## config.mk

```make
export PLATFORM = sky130hd
export DESIGN_NAME = replay_guarded_tag_check_flat
export DESIGN_NICKNAME = d
export VERILOG_FILES = /design/src/rtl/rgtc_pkg.sv /design/src/rtl/rgtc_if.sv /design/src/rtl/replay_guarded_tag_check.sv /design/src/rtl/rgtc_front.sv /design/src/rtl/rgtc_queue.sv /design/src/rtl/rgtc_back.sv /design/src/flat_wrapper.sv
export SDC_FILE = /design/constraint.sdc
export NUM_CORES = 2
export LEC_CHECK = 0
export ABC_AREA = 1
export BUFFER_PORTS_ARGS = -buffer_cell sky130_fd_sc_hd__buf_2
export CAP_MARGIN = 20
export CELL_PAD_IN_SITES_DETAIL_PLACEMENT = 1
export CELL_PAD_IN_SITES_GLOBAL_PLACEMENT = 1
export CORE_MARGIN = 2
export CORE_UTILIZATION = 45
export DETAILED_ROUTE_END_ITERATION = 10
export PLACE_DENSITY = 0.88
export SYNTH_ARGS = -nofsm -noshare
export SYNTH_HDL_FRONTEND = slang
export SYNTH_HIERARCHICAL = 1
export SYNTH_SLANG_ARGS = --single-unit
```

## constraint.sdc

```tcl
create_clock -name clock -period 14 [get_ports clock]
set_clock_uncertainty 0.2 [all_clocks]
set_input_delay 0.7 -clock clock [delete_from_list [all_inputs] [get_ports clock]]
set_output_delay 0.7 -clock clock [all_outputs]
set_load 0.1 [all_outputs]
```

## src/rtl/rgtc_pkg.sv

```systemverilog
// ----------------------------------------------------------------------------
// rgtc_pkg: shared types and constants of the replay-guarded tag check
// Status codes, SHA-256 constants, the front-to-back work record and the
// compression-round helper.
// ----------------------------------------------------------------------------
package rgtc_pkg;

   localparam int unsigned TagBytesDefault = 8;
   localparam int unsigned IdWidth  = 32;
   localparam int unsigned TagWidth = 64;
   localparam int unsigned LenWidth = 16;
   localparam int unsigned MsgBytes = 20;

   typedef enum logic [1:0] {
      STATUS_OK        = 2'd0,
      STATUS_UNAUTH    = 2'd1,
      STATUS_TOO_SHORT = 2'd2
   } status_type;

   localparam logic [0:0] CSR_PASSCODE = 1'b0;

   // Work handed from the front end to the back end.
   typedef struct packed {
      logic                hash_en;
      logic [IdWidth-1:0]  id;
      logic [TagWidth-1:0] rx_tag;
      logic [LenWidth-1:0] len;
      logic [31:0]         passcode;
   } work_type;

   typedef logic [31:0] word_type;

   function automatic word_type sha_k(input logic [5:0] idx);
      word_type k;
      unique case (idx)
         6'd0: k = 32'h428a2f98;  6'd1: k = 32'h71374491;
         6'd2: k = 32'hb5c0fbcf;  6'd3: k = 32'he9b5dba5;
         6'd4: k = 32'h3956c25b;  6'd5: k = 32'h59f111f1;
         6'd6: k = 32'h923f82a4;  6'd7: k = 32'hab1c5ed5;
         6'd8: k = 32'hd807aa98;  6'd9: k = 32'h12835b01;
         6'd10: k = 32'h243185be; 6'd11: k = 32'h550c7dc3;
         6'd12: k = 32'h72be5d74; 6'd13: k = 32'h80deb1fe;
         6'd14: k = 32'h9bdc06a7; 6'd15: k = 32'hc19bf174;
         6'd16: k = 32'he49b69c1; 6'd17: k = 32'hefbe4786;
         6'd18: k = 32'h0fc19dc6; 6'd19: k = 32'h240ca1cc;
         6'd20: k = 32'h2de92c6f; 6'd21: k = 32'h4a7484aa;
         6'd22: k = 32'h5cb0a9dc; 6'd23: k = 32'h76f988da;
         6'd24: k = 32'h983e5152; 6'd25: k = 32'ha831c66d;
         6'd26: k = 32'hb00327c8; 6'd27: k = 32'hbf597fc7;
         6'd28: k = 32'hc6e00bf3; 6'd29: k = 32'hd5a79147;
         6'd30: k = 32'h06ca6351; 6'd31: k = 32'h14292967;
         6'd32: k = 32'h27b70a85; 6'd33: k = 32'h2e1b2138;
         6'd34: k = 32'h4d2c6dfc; 6'd35: k = 32'h53380d13;
         6'd36: k = 32'h650a7354; 6'd37: k = 32'h766a0abb;
         6'd38: k = 32'h81c2c92e; 6'd39: k = 32'h92722c85;
         6'd40: k = 32'ha2bfe8a1; 6'd41: k = 32'ha81a664b;
         6'd42: k = 32'hc24b8b70; 6'd43: k = 32'hc76c51a3;
         6'd44: k = 32'hd192e819; 6'd45: k = 32'hd6990624;
         6'd46: k = 32'hf40e3585; 6'd47: k = 32'h106aa070;
         6'd48: k = 32'h19a4c116; 6'd49: k = 32'h1e376c08;
         6'd50: k = 32'h2748774c; 6'd51: k = 32'h34b0bcb5;
         6'd52: k = 32'h391c0cb3; 6'd53: k = 32'h4ed8aa4a;
         6'd54: k = 32'h5b9cca4f; 6'd55: k = 32'h682e6ff3;
         6'd56: k = 32'h748f82ee; 6'd57: k = 32'h78a5636f;
         6'd58: k = 32'h84c87814; 6'd59: k = 32'h8cc70208;
         6'd60: k = 32'h90befffa; 6'd61: k = 32'ha4506ceb;
         6'd62: k = 32'hbef9a3f7; default: k = 32'hc67178f2;
      endcase
      return k;
   endfunction

   localparam word_type H0 = 32'h6a09e667;
   localparam word_type H1 = 32'hbb67ae85;
   localparam word_type H2 = 32'h3c6ef372;
   localparam word_type H3 = 32'ha54ff53a;
   localparam word_type H4 = 32'h510e527f;
   localparam word_type H5 = 32'h9b05688c;
   localparam word_type H6 = 32'h1f83d9ab;
   localparam word_type H7 = 32'h5be0cd19;

   function automatic word_type rotr(input word_type x, input int unsigned n);
      return (x >> n) | (x << (32 - n));
   endfunction

endpackage

```

## src/rtl/rgtc_if.sv

```systemverilog
// ----------------------------------------------------------------------------
// rgtc_if: valid/ready channel interfaces
// One interface for command items and one for result items.
// ----------------------------------------------------------------------------
interface rgtc_req_if;
   logic        valid;
   logic        ready;
   logic [31:0] command_id;
   logic [63:0] received_tag;
   logic [15:0] payload_length;
   modport source (output valid, command_id, received_tag, payload_length, input ready);
   modport sink   (input valid, command_id, received_tag, payload_length, output ready);
endinterface

interface rgtc_rsp_if;
   logic        valid;
   logic        ready;
   logic [1:0]  status;
   logic [15:0] remaining_length;
   logic [63:0] computed_tag;
   modport source (output valid, status, remaining_length, computed_tag, input ready);
   modport sink   (input valid, status, remaining_length, computed_tag, output ready);
endinterface

```

## src/rtl/replay_guarded_tag_check.sv

```systemverilog
// ----------------------------------------------------------------------------
// replay_guarded_tag_check: command authentication with replay guard
// An item whose id does not rise goes from the engine's idle state straight to
// the result state; an item with a rising id first has its id and passcode
// converted to decimal digits by repeated subtraction, then runs the 64-round
// SHA-256 loop, one round per cycle. Intake and id check run ahead through a
// two-entry queue.
// ----------------------------------------------------------------------------
module replay_guarded_tag_check #(
   parameter int unsigned TAG_BYTES = rgtc_pkg::TagBytesDefault
) (
   input  logic        clock,
   input  logic        reset,
   rgtc_req_if.sink    req,
   rgtc_rsp_if.source  rsp,
   input  logic        csr_psel,
   input  logic        csr_penable,
   input  logic        csr_pwrite,
   input  logic [1:0]  csr_paddr,
   input  logic [31:0] csr_pwdata,
   output logic [31:0] csr_prdata,
   output logic        csr_pready
);

   logic [31:0] passcode_ff;
   logic        fw_valid, fw_ready, bw_valid, bw_ready;
   rgtc_pkg::work_type fw_data, bw_data;

   assign csr_pready = 1'b1;
   assign csr_prdata = (csr_paddr[1:1] == rgtc_pkg::CSR_PASSCODE) ? passcode_ff : 32'd0;

   // register write
   always_ff @(posedge clock) begin
      if (reset) begin
         passcode_ff <= '0;
      end else if (csr_psel && csr_penable && csr_pwrite &&
                   csr_paddr[1:1] == rgtc_pkg::CSR_PASSCODE) begin
         passcode_ff <= csr_pwdata;
      end
   end

   rgtc_front u_front (
      .clock, .reset, .req, .passcode(passcode_ff),
      .work_valid(fw_valid), .work_ready(fw_ready), .work(fw_data)
   );

   rgtc_queue u_queue (
      .clock, .reset, .in_valid(fw_valid), .in_ready(fw_ready), .in_data(fw_data),
      .out_valid(bw_valid), .out_ready(bw_ready), .out_data(bw_data)
   );

   rgtc_back #(.TAG_BYTES(TAG_BYTES)) u_back (
      .clock, .reset, .work_valid(bw_valid), .work_ready(bw_ready), .work(bw_data), .rsp
   );

endmodule

```

## src/rtl/rgtc_front.sv

```systemverilog
// ----------------------------------------------------------------------------
// rgtc_front: command intake
// Accepts items, applies the replay check on the stored last id and hands a
// work record with the passcode snapshot to the queue.
// ----------------------------------------------------------------------------
module rgtc_front (
   input  logic                  clock,
   input  logic                  reset,
   rgtc_req_if.sink              req,
   input  logic [31:0]           passcode,
   output logic                  work_valid,
   input  logic                  work_ready,
   output rgtc_pkg::work_type    work
);

   logic [31:0] last_id_ff, last_id_in;
   logic        take;

   assign req.ready  = work_ready;
   assign work_valid = req.valid;
   assign take       = req.valid & work_ready;

   // classify: hash only on a strictly rising id
   always_comb begin
      work.hash_en  = req.command_id > last_id_ff;
      work.id       = req.command_id;
      work.rx_tag   = req.received_tag;
      work.len      = req.payload_length;
      work.passcode = passcode;
      last_id_in    = take ? req.command_id : last_id_ff;
   end

   // hold last id
   always_ff @(posedge clock) begin
      if (reset) begin
         last_id_ff <= '0;
      end else begin
         last_id_ff <= last_id_in;
      end
   end

endmodule

```

## src/rtl/rgtc_queue.sv

```systemverilog
// ----------------------------------------------------------------------------
// rgtc_queue: two-entry work queue
// Decouples the intake from the hash engine.
// ----------------------------------------------------------------------------
module rgtc_queue (
   input  logic               clock,
   input  logic               reset,
   input  logic               in_valid,
   output logic               in_ready,
   input  rgtc_pkg::work_type in_data,
   output logic               out_valid,
   input  logic               out_ready,
   output rgtc_pkg::work_type out_data
);

   rgtc_pkg::work_type mem_ff [2];
   logic       wp_ff, rp_ff;
   logic [1:0] cnt_ff;
   logic       push, pop;

   assign in_ready  = cnt_ff != 2'd2;
   assign out_valid = cnt_ff != 2'd0;
   assign out_data  = mem_ff[rp_ff];
   assign push      = in_valid & in_ready;
   assign pop       = out_valid & out_ready;

   // store entry
   always_ff @(posedge clock) begin
      if (push) begin
         mem_ff[wp_ff] <= in_data;
      end
   end

   // advance pointers
   always_ff @(posedge clock) begin
      if (reset) begin
         wp_ff  <= 1'b0;
         rp_ff  <= 1'b0;
         cnt_ff <= 2'd0;
      end else begin
         if (push) begin
            wp_ff <= ~wp_ff;
         end
         if (pop) begin
            rp_ff <= ~rp_ff;
         end
         cnt_ff <= cnt_ff + {1'b0, push} - {1'b0, pop};
      end
   end

endmodule

```

## src/rtl/rgtc_back.sv

```systemverilog
// ----------------------------------------------------------------------------
// rgtc_back: decimal text and SHA-256 engine
// Converts id and passcode of a rising-id item to digits by repeated
// subtraction, packs the message block, runs 64 rounds and issues the
// result; an item with a non-rising id goes straight to the result.
module rgtc_back #(
   parameter int unsigned TAG_BYTES = rgtc_pkg::TagBytesDefault
) (
   input  logic               clock,
   input  logic               reset,
   input  logic               work_valid,
   output logic               work_ready,
   input  rgtc_pkg::work_type work,
   rgtc_rsp_if.source         rsp
);

   localparam int unsigned CmpBytes = (TAG_BYTES < 8) ? TAG_BYTES : 8;
   localparam logic [63:0] CmpMask  = ~(64'hffff_ffff_ffff_ffff >> (8 * CmpBytes));
   localparam logic [15:0] TagLen   = 16'(TAG_BYTES);

   typedef enum logic [2:0] {
      IDLE, CONV, PACK, ROUND, FINISH, SEND
   } state_type;

   state_type   state_ff;
   rgtc_pkg::work_type job_ff;
   logic [31:0] val_ff;         // number being split into digits
   logic [3:0]  pos_ff;         // power-of-ten position, 9 down to 0
   logic [3:0]  dig_ff;
   logic        seen_ff;        // leading nonzero digit seen
   logic        second_ff;      // converting passcode
   logic [159:0] msg_ff;        // up to 20 text bytes, left aligned
   logic [4:0]  nbytes_ff;
   logic [31:0] w_ff [16];
   logic [5:0]  rnd_ff;
   logic [31:0] a_ff, b_ff, c_ff, d_ff, e_ff, f_ff, g_ff, h_ff;
   logic [63:0] last_tag_ff;
   logic [1:0]  status_ff;
   logic [15:0] rem_ff;

   // power of ten for the current digit position
   logic [31:0] pow10;
   always_comb begin
      case (pos_ff)
         4'd9: pow10 = 32'd1000000000;
         4'd8: pow10 = 32'd100000000;
         4'd7: pow10 = 32'd10000000;
         4'd6: pow10 = 32'd1000000;
         4'd5: pow10 = 32'd100000;
         4'd4: pow10 = 32'd10000;
         4'd3: pow10 = 32'd1000;
         4'd2: pow10 = 32'd100;
         4'd1: pow10 = 32'd10;
         default: pow10 = 32'd1;
      endcase
   end

   logic        ge;
   logic        emit;
   logic        id_done;
   logic [7:0]  ch;
   assign ge      = val_ff >= pow10;
   assign ch      = {4'h3, dig_ff};
   assign emit    = seen_ff | (dig_ff != 4'd0) | (pos_ff == 4'd0);
   assign id_done = (pos_ff == 4'd0) & ~second_ff;

   // round datapath
   logic [31:0] t1, t2, s0, s1, wn, kw;
   always_comb begin
      kw = rgtc_pkg::sha_k(rnd_ff) + w_ff[0];
      t1 = h_ff + (rgtc_pkg::rotr(e_ff, 6) ^ rgtc_pkg::rotr(e_ff, 11) ^
           rgtc_pkg::rotr(e_ff, 25)) + ((e_ff & f_ff) ^ (~e_ff & g_ff)) + kw;
      t2 = (rgtc_pkg::rotr(a_ff, 2) ^ rgtc_pkg::rotr(a_ff, 13) ^
           rgtc_pkg::rotr(a_ff, 22)) + ((a_ff & b_ff) ^ (a_ff & c_ff) ^ (b_ff & c_ff));
      s0 = rgtc_pkg::rotr(w_ff[1], 7) ^ rgtc_pkg::rotr(w_ff[1], 18) ^ (w_ff[1] >> 3);
      s1 = rgtc_pkg::rotr(w_ff[14], 17) ^ rgtc_pkg::rotr(w_ff[14], 19) ^ (w_ff[14] >> 10);
      wn = w_ff[0] + s0 + w_ff[9] + s1;
   end

   // padded block of the collected text
   logic [511:0] blk;
   always_comb begin
      blk = '0;
      blk[511 -: 160] = msg_ff;
      blk[511 - 8 * nbytes_ff -: 8] = 8'h80;
      blk[63:0] = {56'd0, nbytes_ff, 3'd0};
   end

   logic [63:0] tag_new;
   assign tag_new = {a_ff + rgtc_pkg::H0, b_ff + rgtc_pkg::H1};

   assign work_ready       = state_ff == IDLE;
   assign rsp.valid        = state_ff == SEND;
   assign rsp.status       = status_ff;
   assign rsp.remaining_length = rem_ff;
   assign rsp.computed_tag = last_tag_ff;

   // sequencer
   always_ff @(posedge clock) begin
      if (reset) begin
         state_ff    <= IDLE;
         last_tag_ff <= '0;
      end else begin
         unique case (state_ff)
            IDLE: begin
               if (work_valid) begin
                  job_ff    <= work;
                  val_ff    <= work.id;
                  pos_ff    <= 4'd9;
                  dig_ff    <= 4'd0;
                  seen_ff   <= 1'b0;
                  second_ff <= 1'b0;
                  msg_ff    <= '0;
                  nbytes_ff <= '0;
                  status_ff <= rgtc_pkg::STATUS_UNAUTH;
                  rem_ff    <= work.len;
                  state_ff  <= work.hash_en ? CONV : SEND;
               end
            end
            CONV: begin
               // subtract one power of ten per cycle, emit digit when done
               if (ge) begin
                  val_ff <= val_ff - pow10;
                  dig_ff <= dig_ff + 4'd1;
               end else begin
                  if (emit) begin
                     msg_ff[159 - 8 * nbytes_ff -: 8] <= ch;
                     nbytes_ff <= nbytes_ff + 5'd1;
                  end
                  // clear the leading-digit flag when the passcode starts
                  seen_ff <= (seen_ff | emit) & ~id_done;
                  dig_ff <= 4'd0;
                  if (pos_ff == 4'd0) begin
                     if (second_ff) begin
                        state_ff <= PACK;
                     end else begin
                        second_ff <= 1'b1;
                        val_ff    <= job_ff.passcode;
                        pos_ff    <= 4'd9;
                     end
                  end else begin
                     pos_ff <= pos_ff - 4'd1;
                  end
               end
            end
            PACK: begin
               for (int i = 0; i < 16; i++) begin
                  w_ff[i] <= blk[511 - 32 * i -: 32];
               end
               a_ff <= rgtc_pkg::H0; b_ff <= rgtc_pkg::H1;
               c_ff <= rgtc_pkg::H2; d_ff <= rgtc_pkg::H3;
               e_ff <= rgtc_pkg::H4; f_ff <= rgtc_pkg::H5;
               g_ff <= rgtc_pkg::H6; h_ff <= rgtc_pkg::H7;
               rnd_ff   <= '0;
               state_ff <= ROUND;
            end
            ROUND: begin
               h_ff <= g_ff; g_ff <= f_ff; f_ff <= e_ff; e_ff <= d_ff + t1;
               d_ff <= c_ff; c_ff <= b_ff; b_ff <= a_ff; a_ff <= t1 + t2;
               for (int i = 0; i < 15; i++) begin
                  w_ff[i] <= w_ff[i + 1];
               end
               w_ff[15] <= wn;
               rnd_ff   <= rnd_ff + 6'd1;
               if (rnd_ff == 6'd63) begin
                  state_ff <= FINISH;
               end
            end
            FINISH: begin
               last_tag_ff <= tag_new;
               if (job_ff.len < TagLen) begin
                  status_ff <= rgtc_pkg::STATUS_TOO_SHORT;
               end else if ((tag_new & CmpMask) == (job_ff.rx_tag & CmpMask)) begin
                  status_ff <= rgtc_pkg::STATUS_OK;
                  rem_ff    <= job_ff.len - TagLen;
               end
               state_ff <= SEND;
            end
            SEND: begin
               if (rsp.ready) begin
                  state_ff <= IDLE;
               end
            end
            default: state_ff <= IDLE;
         endcase
      end
   end

endmodule

```

## src/flat_wrapper.sv

```systemverilog
// flat-port wrapper written by rule: the top's interface ports become plain ports
module replay_guarded_tag_check_flat 
#(
   parameter int unsigned TAG_BYTES = rgtc_pkg::TagBytesDefault
)
  (clock, reset, csr_psel, csr_penable, csr_pwrite, csr_paddr, csr_pwdata, csr_prdata, csr_pready, req_valid, req_command_id, req_received_tag, req_payload_length, req_ready, rsp_valid, rsp_status, rsp_remaining_length, rsp_computed_tag, rsp_ready);
  rgtc_req_if req_i ();
  rgtc_rsp_if rsp_i ();
  input  logic clock;
  input  logic reset;
  input  logic csr_psel;
  input  logic csr_penable;
  input  logic csr_pwrite;
  input  logic [1:0] csr_paddr;
  input  logic [31:0] csr_pwdata;
  output logic [31:0] csr_prdata;
  output logic csr_pready;
  input wire logic [$bits(req_i.valid)-1:0] req_valid;
  input wire logic [$bits(req_i.command_id)-1:0] req_command_id;
  input wire logic [$bits(req_i.received_tag)-1:0] req_received_tag;
  input wire logic [$bits(req_i.payload_length)-1:0] req_payload_length;
  output wire logic [$bits(req_i.ready)-1:0] req_ready;
  output wire logic [$bits(rsp_i.valid)-1:0] rsp_valid;
  output wire logic [$bits(rsp_i.status)-1:0] rsp_status;
  output wire logic [$bits(rsp_i.remaining_length)-1:0] rsp_remaining_length;
  output wire logic [$bits(rsp_i.computed_tag)-1:0] rsp_computed_tag;
  input wire logic [$bits(rsp_i.ready)-1:0] rsp_ready;
  assign req_i.valid = req_valid;
  assign req_i.command_id = req_command_id;
  assign req_i.received_tag = req_received_tag;
  assign req_i.payload_length = req_payload_length;
  assign req_ready = req_i.ready;
  assign rsp_valid = rsp_i.valid;
  assign rsp_status = rsp_i.status;
  assign rsp_remaining_length = rsp_i.remaining_length;
  assign rsp_computed_tag = rsp_i.computed_tag;
  assign rsp_i.ready = rsp_ready;
  replay_guarded_tag_check #(.TAG_BYTES(TAG_BYTES)) u_core (.clock(clock), .reset(reset), .req(req_i), .rsp(rsp_i), .csr_psel(csr_psel), .csr_penable(csr_penable), .csr_pwrite(csr_pwrite), .csr_paddr(csr_paddr), .csr_pwdata(csr_pwdata), .csr_prdata(csr_prdata), .csr_pready(csr_pready));
endmodule
```

After elaboration in Yosys (flattened, before gate mapping):

Memory sizes are Yosys's and may differ from the RTL's. A register that Yosys moved wholly into a read port is not among the register bits.
Cells that the tools add are included.

* register bits after elaboration: 734
* latch bits: 0
* memory bits (writable): 802
* memory bits (read-only): 2528
* input port bits: 153
* output and inout bits: 117
* memories kept: 4

* add/subtract/negate cells: 24
* multipliers: 0
* divide/modulo/power cells: 0
* order comparisons: 3
* equality and inequality tests: 21
* shifts and indexed selects: 4
* muxes and demuxes: 83
* bitwise gates (word level): 56
* reduce and logical (&&, ||, !) cells: 21

Memory list
* (name not given): words 64, bits a word 32, rd ports 1, clocked after Yosys merged registers in 1, wr ports 0, RTL line rgtc_pkg.sv:35 `unique case (idx)`
* u_core.u_back.w_ff: words 16, bits a word 32, rd ports 16, clocked after Yosys merged registers in 0, wr ports 16, RTL line rgtc_back.sv:34 `logic [31:0] w_ff [16];`
* (name not given): words 16, bits a word 30, rd ports 1, clocked after Yosys merged registers in 1, wr ports 0, RTL line rgtc_back.sv:44 `case (pos_ff)`
* u_core.u_queue.mem_ff: words 2, bits a word 145, rd ports 1, clocked after Yosys merged registers in 1, wr ports 1, RTL line rgtc_queue.sv:16 `rgtc_pkg::work_type mem_ff [2];`

Operators with widths (count)
* two-way mux 32 bit: 21
* case mux 32 bit (2 select lines): 9
* variable shift 8 x 34 -> 519 bit, first input constant: 1
* indexed part select 8 x 34 -> 519 bit, first input constant: 1
* bitwise mux 512 bit: 1
* two-way mux 160 bit: 3
* adder 32 bit: 10
* case mux 160 bit (2 select lines): 1
* XOR 32 bit: 9
* variable shift 8 x 34 -> 167 bit, first input constant: 1
* indexed part select 8 x 34 -> 167 bit: 1
* AND 32 bit: 5
* bitwise mux 160 bit: 1
* negator 32 -> 34 bit: 2
* equality test 64 bit: 1
* two-way mux 16 bit: 3
* adder 32 x 31 -> 32 bit, second input constant: 1
* adder 32 bit, second input constant: 1
* >= comparator 32 bit: 1
* > comparator 32 bit: 1
* inverter 32 bit: 1
* bitwise OR 10 x 32 -> 32 bit: 1
* bitwise OR 13 x 32 -> 32 bit: 1
* bitwise OR 14 x 32 -> 32 bit: 1
* other kinds (53): 134

Depth between registers and ports, before layout:

* depth in word-level cells: 8
* mapped depth: 34
* gate-level depth less buffers: 33

By module:

Netlist, hierarchy kept.

By module, submodules not included
* rgtc_back: times used 1, cells each 7547, area each 69424.1 µm², sequential area each 35804.3 µm²
* rgtc_queue: times used 1, cells each 488, area each 10896.7 µm², sequential area each 8808.4 µm²
* rgtc_front: times used 1, cells each 395, area each 3045.4 µm², sequential area each 640.6 µm²
* replay_guarded_tag_check: times used 1, cells each 282, area each 1689.1 µm², sequential area each 640.6 µm²

Least setup slack after synthesis:

No wires, ideal clock.

* path kind: input to register
* start point: in reset
* end point: mem u_core.u_back.w_ff[0][0], enable pin
* library setup time: 3.631 ns
* arrival: 9.731 ns
* slack: 0.438 ns
* stages on the path: 5
* path through: nor2_4 > inv_2 > clkbuf_1 > clkbuf_1 > nand2_1

RTL lines
* from (decl): RTL line flat_wrapper.sv:10 `input logic reset;`
* to (decl): RTL line rgtc_back.sv:34

Worst setup path in the final report:

* start point: reg u_core.u_back.e_ff[12]
* end point: reg u_core.u_back.a_ff[31] (data pin)

* cells in the longest elaborated chain, start to end: 8
* elaborated cells between the ends (all ways): 14
* classes of those cells: 4 x add/sub; 1 x mux; 9 x bitwise

RTL lines
* from (decl): RTL line rgtc_back.sv:36 `logic [31:0] a_ff, b_ff, c_ff, d_ff, e_ff, f_ff, g_ff, h_ff;`
* from (signal assigned): RTL line rgtc_back.sv:152 `e_ff <= rgtc_pkg::H4; f_ff <= rgtc_pkg::H5;`
* bitwise OR 21 x 32 -> 32 bit / bitwise OR 26 x 32 -> 32 bit (equally long branches): RTL line rgtc_pkg.sv:82 `return (x >> n) | (x << (32 - n));`
* XOR 32 bit (2 in series): RTL line rgtc_back.sv:71 `t1 = h_ff + (rgtc_pkg::rotr(e_ff, 6) ^ rgtc_pkg::rotr(e_ff, 11) ^`
* adder 32 bit: RTL line rgtc_back.sv:71
* adder 32 bit * (2 in series): RTL line rgtc_back.sv:72 `rgtc_pkg::rotr(e_ff, 25)) + ((e_ff & f_ff) ^ (~e_ff & g_ff)) + kw;`
* adder 32 bit *: RTL line rgtc_back.sv:159 `d_ff <= c_ff; c_ff <= b_ff; b_ff <= a_ff; a_ff <= t1 + t2;`
* case mux 32 bit (2 select lines) *: RTL line rgtc_back.sv:104 `unique case (state_ff)`
* to (signal assigned): RTL line rgtc_back.sv:150 `a_ff <= rgtc_pkg::H0; b_ff <= rgtc_pkg::H1;`
* to (decl): RTL line rgtc_back.sv:36

Every way passes the cells marked *; elsewhere a longest branch is shown, timed or not.
A chain may end at the register's enable or synchronous reset.

==> results.ini <==
[run_status]
outcome=completed

[drt]
wirelength_um=299900
wl_per_cell_um=26.04
dr.first_iter.drc_count=6110
ant_nets=0
drc=0
drt_first_pass_iters=5
routed_via_density=5.658
vias=65150

[timing]
relSlewSlack_pct=7.155
hold_viol=0
fmax_ghz=0.1217
timing.final.crit_period_ns=8.218
setup_viol=0
fin_crit_sh_pct=58.70
rsz0062_at_grt=no
worst_slew_pin_slew_ns=1.393
maxSlewViolCount=0
final.setup.tns_ns=0

[clock_tree]
ctsHoldBuffers=138
clkSinkCount=1592
clk_pin_slew_worst_paths_ns=0.07
clock_latency_ns=0.85
htreeDepth=4
cts-root-buf=clkbuf_16
clockBufferDepth=3
cts.repair.resized=0
cts_buffers=172
cts_tree=built
cts_setup_buffers=0

[logic_synthesis]
synth_edf_count=1401
netlist_instances=8712
async_flop_share_pct=0
synth_ff_type=edfxtp_1
seq_area_frac_synth_pct=53.96
netlist_area_um2=85060
syn_area_per_cell_um2=9.763
ys_types=67
syn_nets=9280
ys_seq_elements=1592
yosysWarnings=6

[floorplan]
initial_utilization_pct=45.29
pin_count=270
num_rows=159
dieArea_um2=192500
core-area_um2=187800
die_x_um=438.8
die_height_um=438.8

[cells_and_area]
finalNetCount=9438
syn_to_final_growth_pct=11.45
final_cell_mix=inv_1, edfxtp_1, nand2_1
fillers=20770
layout_commonest_cell=inv_1
drive_gt1_share_pct=9.295

[setup_path]
crit_slowest_cell=edfxtp_1
r2r-start=u_core/u_back/e_ff[12]$_SDFFCE_PP1P_
worstSetupPathType=reg -> reg
startpoint_type=flip-flop
end_kind=flip-flop
cp_data_required_time_ns=14.35
r2r_cells=32
cp_num_cells=32
cp-endpoint=u_core/u_back/a_ff[31]$_SDFFCE_PP0P_
reg2reg_slack_ns=5.78
crit_family=adder cells
cpPeakStageDelay_ns=0.55
worstReg2RegEnd=u_core/u_back/a_ff[31]$_SDFFCE_PP0P_
cp_num_buf_inv=3
crit_path_frequent_cell=nand2_1
cp_max_fo=6
startpoint=u_core/u_back/e_ff[12]$_SDFFCE_PP1P_
worstPathArrival_ns=8.57

[grt]
grt-ovfl-total=0
grt_pass1_vias=68790
antenna_found_initial=12
grt_pass1_wl_um=441800
grt_max_degree=211
grt_usage_pct=30.67

[run]
maxCapViolations=0

[min_path]
hold_class=in -> reg

[placement]
dp.final_hpwl_um=207100
portBuffers=267
gp_congestion=0.9490

-- routing by layer --
| layer | global-route usage (%) | part of all wire, % | vias up | routed length (µm) |
|---|---|---|---|---|
| met1 | 39.70 | 40 | 32750 | 120200 |
| met2 | 50.43 | 47 | 2910 | 142400 |
| met4 | 15.31 | 5.5 | 4 | 16580 |
| li1 | - | - | 28790 | - |
| met3 | 4.321 | 6.9 | 703 | 20720 |
| met5 | 0 | 0.0093 | - | 28 |
-- cells in the mapped netlist, types with 17 or more instances --
cell / n / area, µm²
a21o_1: 18 / 135.1
inv_1: 1461 / 5484
o31ai_1: 35 / 262.8
ha_1: 227 / 2840
o21ai_0: 564 / 2823
o211ai_1: 50 / 375.4
nor3_1: 97 / 485.5
nor2_1: 1054 / 3956
nand2_1: 1259 / 4726
edfxtp_1: 1401 / 42070
xor2_1: 216 / 1892
a31oi_1: 41 / 256.5
nand4_1: 41 / 256.5
o21ai_1: 24 / 120.1
fa_1: 188 / 3764
mux2_4: 50 / 750.7
buf_4: 149 / 1119
mux2_2: 95 / 1070
a21oi_1: 462 / 2312
o21a_1: 28 / 210.2
o221ai_1: 25 / 219.0
buf_2: 35 / 175.2
nand3_1: 300 / 1501
xnor2_1: 159 / 1393
a211oi_1: 36 / 270.3
inv_2: 17 / 63.81
clkbuf_1: 264 / 991.0
dfxtp_1: 191 / 3824
or2_2: 54 / 337.8
-- worst min-delay path by stage --
stage,startpoint,to,slack [ns],cells after the start
after floorplan,u_core/u_front/last_id_ff[0]$_SDFFE_PP0P_,u_core/u_front/last_id_ff[0]$_SDFFE_PP0P_,0.24,2
after global placement,u_core/u_front/last_id_ff[0]$_SDFFE_PP0P_,u_core/u_front/last_id_ff[0]$_SDFFE_PP0P_,0.25,2
after detailed placement,u_core/u_front/last_id_ff[26]$_SDFFE_PP0P_,u_core/u_front/last_id_ff[26]$_SDFFE_PP0P_,0.27,2
after CTS,csr_pwdata[10],u_core/passcode_ff[10]$_SDFFE_PP0P_,0.007,5
after global routing,csr_pwdata[5],u_core/passcode_ff[5]$_SDFFE_PP0P_,0.07,5
final,csr_pwdata[10],u_core/passcode_ff[10]$_SDFFE_PP0P_,0.06,5
-- metrics by stage --
stage / setup slack [ns] / instances / area, µm² / util (%) / hold slack, ns
CTS: 5.777 / 11510 / 94770 / 50.46 / 0.006536
global route: 5.262 / 11510 / 94790 / 50.47 / 0.07129
floorplan: 0.4383 / 8712 / 85060 / - / 0.2375
global placement: 5.928 / 11050 / 87600 / 46.65 / 0.2499
detailed placement: 5.879 / 11050 / 87620 / 46.66 / 0.2662
finish: 5.782 / 11520 / 94790 / 50.47 / 0.05972
-- registers in the layout, indices dropped and copies added (netlist names), 64 cells and up, named ones only --
register and cells:
u_core/u_back/msg_ff 160, u_core/u_queue/mem_ff 290, u_core/u_back/w_ff 512, u_core/u_back/job_ff 112
u_core/u_back/rsp.computed_tag 64
-- logic make-up after synthesis --
family / share of synthesized area, %
muxes: 2.152
buffers and inverters: 9.447
DFF: 53.96
adders and majority gates: 7.764
AOI/OAI and AO/OA: 8.997
xor gates and xnor gates: 3.861
other: 0.004409
and+or+nand+nor: 13.82
-- final cells by class --
class / count / area, µm² / area share (%)
Sequential cell: 1592 / 45900 / 48.42
Multi-Input combinational cell: 5164 / 31220 / 32.94
Inverter: 1484 / 5584 / 5.891
Clock buffer: 247 / 4842 / 5.108
Timing Repair Buffer: 456 / 3196 / 3.371
Tap cell: 2495 / 3122 / 3.293
Clock inverter: 73 / 919.6 / 0.9702
Antenna cell: 4 / 10.01 / 0.01056
-- worst register-to-register path: cells and delay by family (launching register included) --
family          cells  cell delay [ns]
compound gates      7             1.58
flops               1             0.55
fa+ha+maj           7             3.06
simple gates       12             1.32
xor+xnor            3             0.95
buf+inv             3             0.30
Power is not shown: default switching activity piles up to over one toggle a cycle in this logic, so the estimate is an artifact.
